File: config.mk
export PLATFORM = sky130hd
export DESIGN_NAME = supply_voltage_monitor
export DESIGN_NICKNAME = d
export VERILOG_FILES = /design/src/rtl/core/svm_pkg.sv /design/src/rtl/core/supply_voltage_monitor.sv
export SDC_FILE = /design/constraint.sdc
export NUM_CORES = 2
export LEC_CHECK = 0
export ABC_CLOCK_PERIOD_IN_PS = 16750
export BUFFER_PORTS_ARGS = -buffer_cell sky130_fd_sc_hd__buf_2
export CORE_MARGIN = 5
export CORE_UTILIZATION = 45
export CTS_CLUSTER_DIAMETER = 40
export CTS_CLUSTER_SIZE = 8
export DETAILED_ROUTE_END_ITERATION = 10
export SLEW_MARGIN = 20
export SYNTH_ARGS = -nofsm -noshare
export SYNTH_HDL_FRONTEND = slang
export SYNTH_SLANG_ARGS = --single-unit
File: constraint.sdc
create_clock -name clk -period 16.75 [get_ports clk]
set_input_delay 0 -clock clk [delete_from_list [all_inputs] [get_ports clk]]
set_output_delay 0 -clock clk [all_outputs]
set_load 0.005 [all_outputs]
File: src/rtl/core/svm_pkg.sv
package svm_pkg;

    // Widths of the sample path.
    localparam int SAMPLE_BITS  = 12;
    localparam int FILTER_SHIFT = 3;
    localparam int FRAC_BITS    = 8;
    localparam int ACC_W        = SAMPLE_BITS + FRAC_BITS;

    // Widths of the configuration registers.
    localparam int REF_W = 13;
    localparam int FS_W  = 16;
    localparam int OHM_W = 20;
    localparam int CFG_W = 20;

    // Widths of the shared multiplier and of the shared divider.
    localparam int MUL_A_W = SAMPLE_BITS + REF_W;
    localparam int MUL_B_W = OHM_W + 1;
    localparam int PROD_W  = MUL_A_W + MUL_B_W;
    localparam int DEN_W   = FS_W + OHM_W;
    localparam int DVD_W   = PROD_W + 1;
    localparam int PIN_DVD_W = MUL_A_W + 1;
    localparam int CNT_W   = 6;

    // Register indexes of the configuration port.
    localparam logic [1:0] REG_REFERENCE_MV = 2'd0;
    localparam logic [1:0] REG_FULL_SCALE   = 2'd1;
    localparam logic [1:0] REG_DIV_TOP      = 2'd2;
    localparam logic [1:0] REG_DIV_BOTTOM   = 2'd3;

    // Reset values of the configuration registers.
    localparam logic [REF_W-1:0] RESET_REF_MV  = 13'd3300;
    localparam logic [FS_W-1:0]  RESET_FS      = 16'd4095;
    localparam logic [OHM_W-1:0] RESET_TOP     = 20'd100000;
    localparam logic [OHM_W-1:0] RESET_BOTTOM  = 20'd10000;

    // Input word kinds carried on s_tuser.
    localparam logic FUNC_SAMPLE  = 1'b0;
    localparam logic FUNC_TIMEOUT = 1'b1;

    typedef enum logic [3:0] {
        ST_IDLE,
        ST_FILT,
        ST_ROUND,
        ST_MUL_A,
        ST_MUL_B,
        ST_MUL_C,
        ST_LOAD_PIN,
        ST_DIV_PIN,
        ST_LOAD_BAT,
        ST_DIV_BAT,
        ST_DONE
    } state_t;

endpackage

File: src/rtl/core/supply_voltage_monitor.sv
// Channel   Direction  Signals                          Contents
// s_axis    in         s_tvalid s_tready s_tdata s_tuser one ADC event
// m_axis    out        m_tvalid m_tready m_tdata m_tuser one status report
// cfg       in         cfg_we cfg_index cfg_wdata        register write
//
// A timeout word goes straight to the report state; a sample word first passes through the
// filter update, three products on one shared multiplier, then one restoring divider
// at one quotient bit per cycle, 26 steps for pin and 47 for battery millivolts.
// s_tready is high only while the sequencer is idle; a finished report waits
// in the output register and the next word can be accepted meanwhile.
// Reset is asynchronous and active low; it restores all registers.
module supply_voltage_monitor
    import svm_pkg::*;
(
    input  logic               clk,
    input  logic               rst_n,
    input  logic               s_tvalid,
    output logic               s_tready,
    input  logic [15:0]        s_tdata,   // [11:0] raw_sample
    input  logic               s_tuser,   // [0] func
    output logic               m_tvalid,
    input  logic               m_tready,
    output logic [167:0]       m_tdata,   // [11:0] sample_out, [23:12] filtered_value,
                                          // [39:24] pin_millivolts,
                                          // [71:40] battery_millivolts,
                                          // [103:72] samples_taken,
                                          // [135:104] timeouts_seen,
                                          // [151:136] lowest_raw,
                                          // [163:152] highest_raw
    output logic               m_tuser,   // [0] ok
    input  logic               cfg_we,
    input  logic [1:0]         cfg_index,
    input  logic [CFG_W-1:0]   cfg_wdata
);

    state_t state_reg, state_next;

    // Configuration.
    logic [REF_W-1:0] ref_mv_reg;
    logic [FS_W-1:0]  fs_reg;
    logic [OHM_W-1:0] top_reg;
    logic [OHM_W-1:0] bot_reg;

    // Monitor state.
    logic [ACC_W-1:0]       acc_reg;
    logic [15:0]            min_reg;
    logic [SAMPLE_BITS-1:0] max_reg;
    logic [31:0]            sample_cnt_reg;
    logic [31:0]            timeout_cnt_reg;
    logic [15:0]            pin_reg;
    logic [31:0]            bat_reg;
    logic [SAMPLE_BITS-1:0] filt_reg;

    // Per-word working registers.
    logic [SAMPLE_BITS-1:0] raw_reg;
    logic                   is_sample_reg;
    logic [MUL_A_W-1:0]     p1_reg;
    logic [PROD_W-1:0]      pbat_reg;
    logic [DEN_W-1:0]       den_bat_reg;

    // Shared divider.
    logic [DVD_W-1:0] quo_reg, quo_next;
    logic [DEN_W-1:0] rem_reg, rem_next;
    logic [DEN_W-1:0] dvs_reg;
    logic [CNT_W-1:0] cnt_reg;

    // Output register.
    logic         m_tvalid_reg;
    logic [167:0] m_tdata_reg;
    logic         m_tuser_reg;

    logic s_accept;
    logic out_load;

    assign s_tready = (state_reg == ST_IDLE);
    assign s_accept = s_tvalid && s_tready;
    assign m_tvalid = m_tvalid_reg;
    assign m_tdata  = m_tdata_reg;
    assign m_tuser  = m_tuser_reg;

    // Zero full scale and zero bottom resistor behave as one.
    logic [FS_W-1:0]  fs_eff;
    logic [OHM_W-1:0] bot_eff;
    assign fs_eff  = (fs_reg  == '0) ? FS_W'(1)  : fs_reg;
    assign bot_eff = (bot_reg == '0) ? OHM_W'(1) : bot_reg;

    // Filter update: move the accumulator toward the target by a truncated
    // fraction of the error magnitude.
    logic [ACC_W-1:0] target;
    logic [ACC_W:0]   err;
    logic             err_ge;
    logic [ACC_W-1:0] err_mag;
    logic [ACC_W-1:0] step;
    logic [ACC_W-1:0] acc_upd;
    logic [ACC_W:0]   acc_round;
    always_comb
    begin
        target  = {raw_reg, {FRAC_BITS{1'b0}}};
        err     = {1'b0, target} - {1'b0, acc_reg};
        err_ge  = !err[ACC_W];
        err_mag = err_ge ? err[ACC_W-1:0] : (~err[ACC_W-1:0] + ACC_W'(1));
        step    = err_mag >> FILTER_SHIFT;
        acc_upd = err_ge ? (acc_reg + step) : (acc_reg - step);
        acc_round = {1'b0, acc_reg} + (ACC_W+1)'(1 << (FRAC_BITS - 1));
    end

    // Shared multiplier with operands chosen by the sequencer.
    logic [MUL_A_W-1:0] mul_a;
    logic [MUL_B_W-1:0] mul_b;
    logic [PROD_W-1:0]  prod;
    always_comb
    begin
        case (state_reg)
            ST_MUL_A:
            begin
                mul_a = MUL_A_W'(filt_reg);
                mul_b = MUL_B_W'(ref_mv_reg);
            end
            ST_MUL_B:
            begin
                mul_a = p1_reg;
                mul_b = {1'b0, top_reg} + {1'b0, bot_eff};
            end
            ST_MUL_C:
            begin
                mul_a = MUL_A_W'(fs_eff);
                mul_b = MUL_B_W'(bot_eff);
            end
            default:
            begin
                mul_a = '0;
                mul_b = '0;
            end
        endcase
        prod = PROD_W'(mul_a) * PROD_W'(mul_b);
    end

    // Shared restoring divider step: one quotient bit per cycle.
    logic [DEN_W:0] trial;
    logic [DEN_W:0] trial_diff;
    logic           q_bit;
    always_comb
    begin
        trial      = {rem_reg, quo_reg[DVD_W-1]};
        trial_diff = trial - {1'b0, dvs_reg};
        q_bit      = !trial_diff[DEN_W];
        rem_next   = q_bit ? trial_diff[DEN_W-1:0] : trial[DEN_W-1:0];
        quo_next   = {quo_reg[DVD_W-2:0], q_bit};
    end

    // Rounding dividends.
    logic [PIN_DVD_W-1:0] pin_dvd;
    logic [DVD_W-1:0]     bat_dvd;
    assign pin_dvd = {1'b0, p1_reg} + PIN_DVD_W'(fs_eff >> 1);
    assign bat_dvd = {1'b0, pbat_reg} + DVD_W'(den_bat_reg >> 1);

    // Sequencer next state.
    always_comb
    begin
        state_next = state_reg;
        out_load   = 1'b0;
        case (state_reg)
            ST_IDLE:
            begin
                if (s_accept)
                begin
                    state_next = (s_tuser == FUNC_TIMEOUT) ? ST_DONE : ST_FILT;
                end
            end
            ST_FILT:     state_next = ST_ROUND;
            ST_ROUND:    state_next = ST_MUL_A;
            ST_MUL_A:    state_next = ST_MUL_B;
            ST_MUL_B:    state_next = ST_MUL_C;
            ST_MUL_C:    state_next = ST_LOAD_PIN;
            ST_LOAD_PIN: state_next = ST_DIV_PIN;
            ST_DIV_PIN:
            begin
                if (cnt_reg == '0)
                begin
                    state_next = ST_LOAD_BAT;
                end
            end
            ST_LOAD_BAT: state_next = ST_DIV_BAT;
            ST_DIV_BAT:
            begin
                if (cnt_reg == '0)
                begin
                    state_next = ST_DONE;
                end
            end
            ST_DONE:
            begin
                if (!m_tvalid_reg || m_tready)
                begin
                    out_load   = 1'b1;
                    state_next = ST_IDLE;
                end
            end
            default:     state_next = ST_IDLE;
        endcase
    end

    // State register.
    always_ff @(posedge clk or negedge rst_n)
    begin
        if (!rst_n)
        begin
            state_reg <= ST_IDLE;
        end
        else
        begin
            state_reg <= state_next;
        end
    end

    // Configuration registers; values are masked to their widths.
    always_ff @(posedge clk or negedge rst_n)
    begin
        if (!rst_n)
        begin
            ref_mv_reg <= RESET_REF_MV;
            fs_reg     <= RESET_FS;
            top_reg    <= RESET_TOP;
            bot_reg    <= RESET_BOTTOM;
        end
        else if (cfg_we)
        begin
            case (cfg_index)
                REG_REFERENCE_MV: ref_mv_reg <= cfg_wdata[REF_W-1:0];
                REG_FULL_SCALE:   fs_reg     <= cfg_wdata[FS_W-1:0];
                REG_DIV_TOP:      top_reg    <= cfg_wdata[OHM_W-1:0];
                REG_DIV_BOTTOM:   bot_reg    <= cfg_wdata[OHM_W-1:0];
                default:          ;
            endcase
        end
    end

    // Monitor state: counters, filter, extremes and last scaled results.
    always_ff @(posedge clk or negedge rst_n)
    begin
        if (!rst_n)
        begin
            acc_reg         <= '0;
            min_reg         <= 16'hFFFF;
            max_reg         <= '0;
            sample_cnt_reg  <= '0;
            timeout_cnt_reg <= '0;
            pin_reg         <= '0;
            bat_reg         <= '0;
            filt_reg        <= '0;
            raw_reg         <= '0;
            is_sample_reg   <= 1'b0;
        end
        else
        begin
            if (s_accept)
            begin
                raw_reg       <= s_tdata[SAMPLE_BITS-1:0];
                is_sample_reg <= (s_tuser == FUNC_SAMPLE);
                if (s_tuser == FUNC_TIMEOUT)
                begin
                    timeout_cnt_reg <= timeout_cnt_reg + 32'd1;
                end
            end
            if (state_reg == ST_FILT)
            begin
                // The first sample after reset or after a count wrap seeds.
                if (sample_cnt_reg == '0)
                begin
                    acc_reg <= target;
                    min_reg <= 16'(raw_reg);
                    max_reg <= raw_reg;
                end
                else
                begin
                    acc_reg <= acc_upd;
                    if (16'(raw_reg) < min_reg)
                    begin
                        min_reg <= 16'(raw_reg);
                    end
                    if (raw_reg > max_reg)
                    begin
                        max_reg <= raw_reg;
                    end
                end
                sample_cnt_reg <= sample_cnt_reg + 32'd1;
            end
            if (state_reg == ST_ROUND)
            begin
                filt_reg <= acc_round[ACC_W-1:FRAC_BITS];
            end
            if ((state_reg == ST_DIV_PIN) && (cnt_reg == '0))
            begin
                pin_reg <= quo_next[15:0];
            end
            if ((state_reg == ST_DIV_BAT) && (cnt_reg == '0))
            begin
                bat_reg <= quo_next[31:0];
            end
        end
    end

    // Products and divider datapath.
    always_ff @(posedge clk or negedge rst_n)
    begin
        if (!rst_n)
        begin
            p1_reg      <= '0;
            pbat_reg    <= '0;
            den_bat_reg <= '0;
        end
        else
        begin
            case (state_reg)
                ST_MUL_A: p1_reg      <= prod[MUL_A_W-1:0];
                ST_MUL_B: pbat_reg    <= prod;
                ST_MUL_C: den_bat_reg <= prod[DEN_W-1:0];
                default:  ;
            endcase
        end
    end

    always_ff @(posedge clk or negedge rst_n)
    begin
        if (!rst_n)
        begin
            quo_reg <= '0;
            rem_reg <= '0;
            dvs_reg <= DEN_W'(1);
            cnt_reg <= '0;
        end
        else
        begin
            case (state_reg)
                ST_LOAD_PIN:
                begin
                    // Dividend sits in the top bits so that its quotient
                    // lands in the low bits after its own number of steps.
                    quo_reg <= {pin_dvd, {(DVD_W - PIN_DVD_W){1'b0}}};
                    rem_reg <= '0;
                    dvs_reg <= DEN_W'(fs_eff);
                    cnt_reg <= CNT_W'(PIN_DVD_W - 1);
                end
                ST_LOAD_BAT:
                begin
                    quo_reg <= bat_dvd;
                    rem_reg <= '0;
                    dvs_reg <= den_bat_reg;
                    cnt_reg <= CNT_W'(DVD_W - 1);
                end
                ST_DIV_PIN, ST_DIV_BAT:
                begin
                    quo_reg <= quo_next;
                    rem_reg <= rem_next;
                    cnt_reg <= cnt_reg - CNT_W'(1);
                end
                default: ;
            endcase
        end
    end

    // Output register holding one report word.
    always_ff @(posedge clk or negedge rst_n)
    begin
        if (!rst_n)
        begin
            m_tvalid_reg <= 1'b0;
        end
        else if (out_load)
        begin
            m_tvalid_reg <= 1'b1;
        end
        else if (m_tready)
        begin
            m_tvalid_reg <= 1'b0;
        end
    end

    always_ff @(posedge clk or negedge rst_n)
    begin
        if (!rst_n)
        begin
            m_tuser_reg <= 1'b0;
            m_tdata_reg <= '0;
        end
        else if (out_load)
        begin
            m_tuser_reg <= is_sample_reg;
            m_tdata_reg <= {4'b0, max_reg, min_reg, timeout_cnt_reg, sample_cnt_reg,
                            bat_reg, pin_reg, filt_reg,
                            is_sample_reg ? raw_reg : {SAMPLE_BITS{1'b0}}};
        end
    end

    // The block is busy in the cycle after it takes a word.
    assert property (@(posedge clk) disable iff (!rst_n)
        s_accept |=> !s_tready)
        else $error("input taken while a word is still in work");

    // A timeout report carries a zero sample.
    assert property (@(posedge clk) disable iff (!rst_n)
        (m_tvalid && !m_tuser) |-> (m_tdata[11:0] == 12'd0))
        else $error("timeout report with nonzero sample");

    // The partial remainder stays below the divisor during a division.
    assert property (@(posedge clk) disable iff (!rst_n)
        ((state_reg == ST_DIV_PIN) || (state_reg == ST_DIV_BAT)) |-> (rem_reg < dvs_reg))
        else $error("divider remainder out of range");

    // Once seeded, the minimum never exceeds the maximum.
    assert property (@(posedge clk) disable iff (!rst_n)
        (sample_cnt_reg != 32'd0) |-> (min_reg <= 16'(max_reg)))
        else $error("minimum above maximum");

endmodule

==> impl_metrics.json <==
{
  "synth_ff_type": "dfrtp_1",
  "drt-met1-wl_um": 66200,
  "crit_top_cell": "fa_1",
  "grt_usage_pct": 24.3,
  "path_max_fanout": 16,
  "wl_met2_um": 66700,
  "hold_path_end": "bot_reg[16]$_DFFE_PN0P_",
  "timing_worst_setup_path_type": "flop to flop",
  "tightestPinTransition_ns": 1.07,
  "synth_adder_area_share_pct": 25.0,
  "max-vdd-ir-drop_mv": 0.140,
  "via_per_inst": 5.53,
  "synth_top_cell_by_area": "dfrtp_1",
  "arrival_ns": 12.94,
  "cts_buffers": 109,
  "outcome": "complete, no violations",
  "worstReg2RegEnd": "pbat_reg[45]$_DFFE_PN0P_",
  "ys_top_cells_by_area": "dfrtp_1, fa_1, ha_1, nand2_1, mux2_2",
  "dp_hpwl_um": 111000,
  "r2r_cells": 40,
  "fin_skew_ns": 0.0772,
  "cts_tree": "built",
  "fin_cells": 7131,
  "vias": 39500,
  "rsz0062_at_grt": "false",
  "grt_antenna_before_repair": 6,
  "grt_pass1_vias": 39700,
  "slew_violations": 0,
  "cpPeakStageDelay_ns": 0.73,
  "netlist_area_um2": 51200,
  "synth_top_area_share_pct": 29.7,
  "pre_cts_ws_ns": 4.41,
  "period_minus_slack_ns": 12.39,
  "top_layer_used": "met4",
  "multi_input_area_um2": 31800,
  "slowest_stage": "a22o_1",
  "drtAntennaViolNets": 0,
  "max_freq_mhz": 80.7,
  "hold_viol": 0,
  "drt-total-wl_um": 147000,
  "synth-xor-area-share_pct": 4.72,
  "fillers": 10400,
  "synthArstFlopShare_pct": 100,
  "path_buf_inv": 4,
  "powerDensity_nw_per_um2": 170,
  "rrSetupSlack_ns": 4.36,
  "slew_headroom_pct": 28.6,
  "gp_congestion": 0.906,
  "drt_first_iter_violations": 3017,
  "yosysSeqAreaShare_pct": 31.9,
  "synth_simple_gate_area_share_pct": 13.6,
  "fin_hold_ws_ns": 0.0825,
  "dr.pass1.iters": 6,
  "hold_start": "cfg_wdata[16]",
  "finalCritPeriodShare_pct": 74.0,
  "cts_max_path_buffers": 3,
  "ys_seq_elements": 650,
  "setup_violations": 0,
  "muxShareOfSynthArea_pct": 6.82,
  "ios": 215,
  "seq_area_um2": 16300,
  "worstPathRequired_ns": 17.29,
  "maxCapViolCount": 0,
  "clock_sinks": 650,
  "p_leak_nw": 28.6,
  "root_buffer": "clkbuf_16",
  "synth_top_family_by_area": "adder cells",
  "start_util_pct": 45.4,
  "crit_family": "adder cells",
  "ys_top_cells_by_count": "nand2_1, dfrtp_1, inv_1",
  "total_power_mw": 9.84,
  "yosysMostFrequentCell": "nand2_1",
  "area_growth_pct": 12.8,
  "ys_types": 92,
  "yosysWarnings": 0,
  "synth_edf_count": 0,
  "cts_htree_levels": 3,
  "synth.avg_cell_area_um2": 9.49,
  "synth-compound-area-share_pct": 11.5,
  "dr_wl_met3_um": 10000,
  "place_inst": 6905,
  "grt_max_degree": 166,
  "start_kind": "flop",
  "drc": 0,
  "final.setup.tns_ns": 0,
  "fp-row-count": 123,
  "wl_per_cell_um": 20.6,
  "end_kind": "flop",
  "rr_startpoint": "bot_reg[6]$_DFFE_PN0P_",
  "grt_pass1_wl_um": 233000,
  "fp.dieArea_um2": 121000,
  "synth_cells": 5396,
  "fin_nets": 6364,
  "fp.coreArea_um2": 113000,
  "min-delay-path-class": "input pin to flop",
  "clk_latency_ns": 0.70,
  "fp.dieW_um": 347,
  "worst_slack_ns": 4.36,
  "largest_reg_flops": 161,
  "clk_pin_slew_ns": 0.05,
  "overflow": 0,
  "whs_path_depth": 3,
  "portBuffers": 206,
  "drive_gt1_share_pct": 14.5,
  "die_h_um": 347
}
-- cells by family (layout without fill, tap and decap cells) --
kind of cell,after synthesis,after routing
other cells,1,6
compound gates,935,935
flops,650,650
buf+inv,870,1100
xor+xnor,276,276
mux,314,314
fa+ha+maj,761,761
simple gates,1589,1589
-- cells in the final DEF, fill, tap and decap left out, drive strengths merged, types with 15 or more instances in the layout --
cell type,n
a211oi,23
a21o,80
a21oi,203
a221oi,15
a22oi,49
a31oi,35
and2,54
and3,55
buf,281
clkbuf,150
clkinv,16
dfrtp,607
dfstp,43
dlygate4sd3,42
fa,439
ha,322
inv,596
mux2,280
mux2i,34
nand2,854
nand2b,42
nand3,98
nand4,25
nor2,288
nor2b,27
nor3,59
nor4,22
o211ai,17
o21a,31
o21ai,324
o22ai,15
o31ai,37
or3,20
xnor2,169
xor2,107
-- worst register-to-register path: cells and delay by family, from the launching register on --
family | cells | cell delay [ns]
compound gates | 17 | 4.32
simple gates | 7 | 2.06
buf+inv | 4 | 0.44
flops | 1 | 0.42
fa+ha+maj | 10 | 4.64
xor+xnor | 2 | 0.37
-- layer usage --
metal / track usage (%) / vias to the layer above
met1: 34.7 / 19800
met2: 38.8 / 1231
met5: 0 / -
met3: 3.96 / 216
li1: - / 18200
met4: 6.31 / 0
-- worst max-delay path by stage --
stage / start / endpoint / slack (ns) / depth (start not counted)
after floorplan: bot_reg[4]$_DFFE_PN1P_ / pbat_reg[45]$_DFFE_PN0P_ / 6.21 / 40
after global placement: bot_reg[3]$_DFFE_PN0P_ / pbat_reg[45]$_DFFE_PN0P_ / 4.59 / 40
after detailed placement: bot_reg[3]$_DFFE_PN0P_ / pbat_reg[45]$_DFFE_PN0P_ / 4.41 / 40
after CTS: bot_reg[3]$_DFFE_PN0P_ / pbat_reg[45]$_DFFE_PN0P_ / 4.38 / 40
after global routing: bot_reg[3]$_DFFE_PN0P_ / pbat_reg[45]$_DFFE_PN0P_ / 3.67 / 40
final: bot_reg[6]$_DFFE_PN0P_ / pbat_reg[45]$_DFFE_PN0P_ / 4.36 / 40
-- repair_timing --
action / CTS / global route
gates resized for setup: 0 / 0
hold buffers: 43 / 0
endpoints found under the hold margin: 190 / 0
setup buffers: 0 / 0
-- power breakdown --
group / leakage [nW] / switching [mW] / internal [mW]
sequential: 8.46 / 0.436 / 2.00
clock: 1.69 / 0.778 / 1.37
combinational: 18.5 / 3.24 / 2.02
-- area by class of cell --
cell class | instances | share of cell area, %
inverter | 596 | 3.87
antenna | 2 | 0.00866
tap | 1500 | 3.25
clock inverter | 31 | 0.836
sequential | 650 | 28.2
clock buffer | 150 | 5.27
multi-input combinational | 3879 | 55.0
timing repair buffer | 323 | 3.56
-- stage by stage --
| stage | util (%) | instance area (µm²) |
|---|---|---|
| after floorplan | - | 51200 |
| after global placement | 47.7 | 53800 |
| after detailed placement | 47.7 | 53800 |
| after CTS | 51.2 | 57800 |
| after global routing | 51.2 | 57800 |
| final | 51.2 | 57800 |
Power figures use the tool's default switching activity.
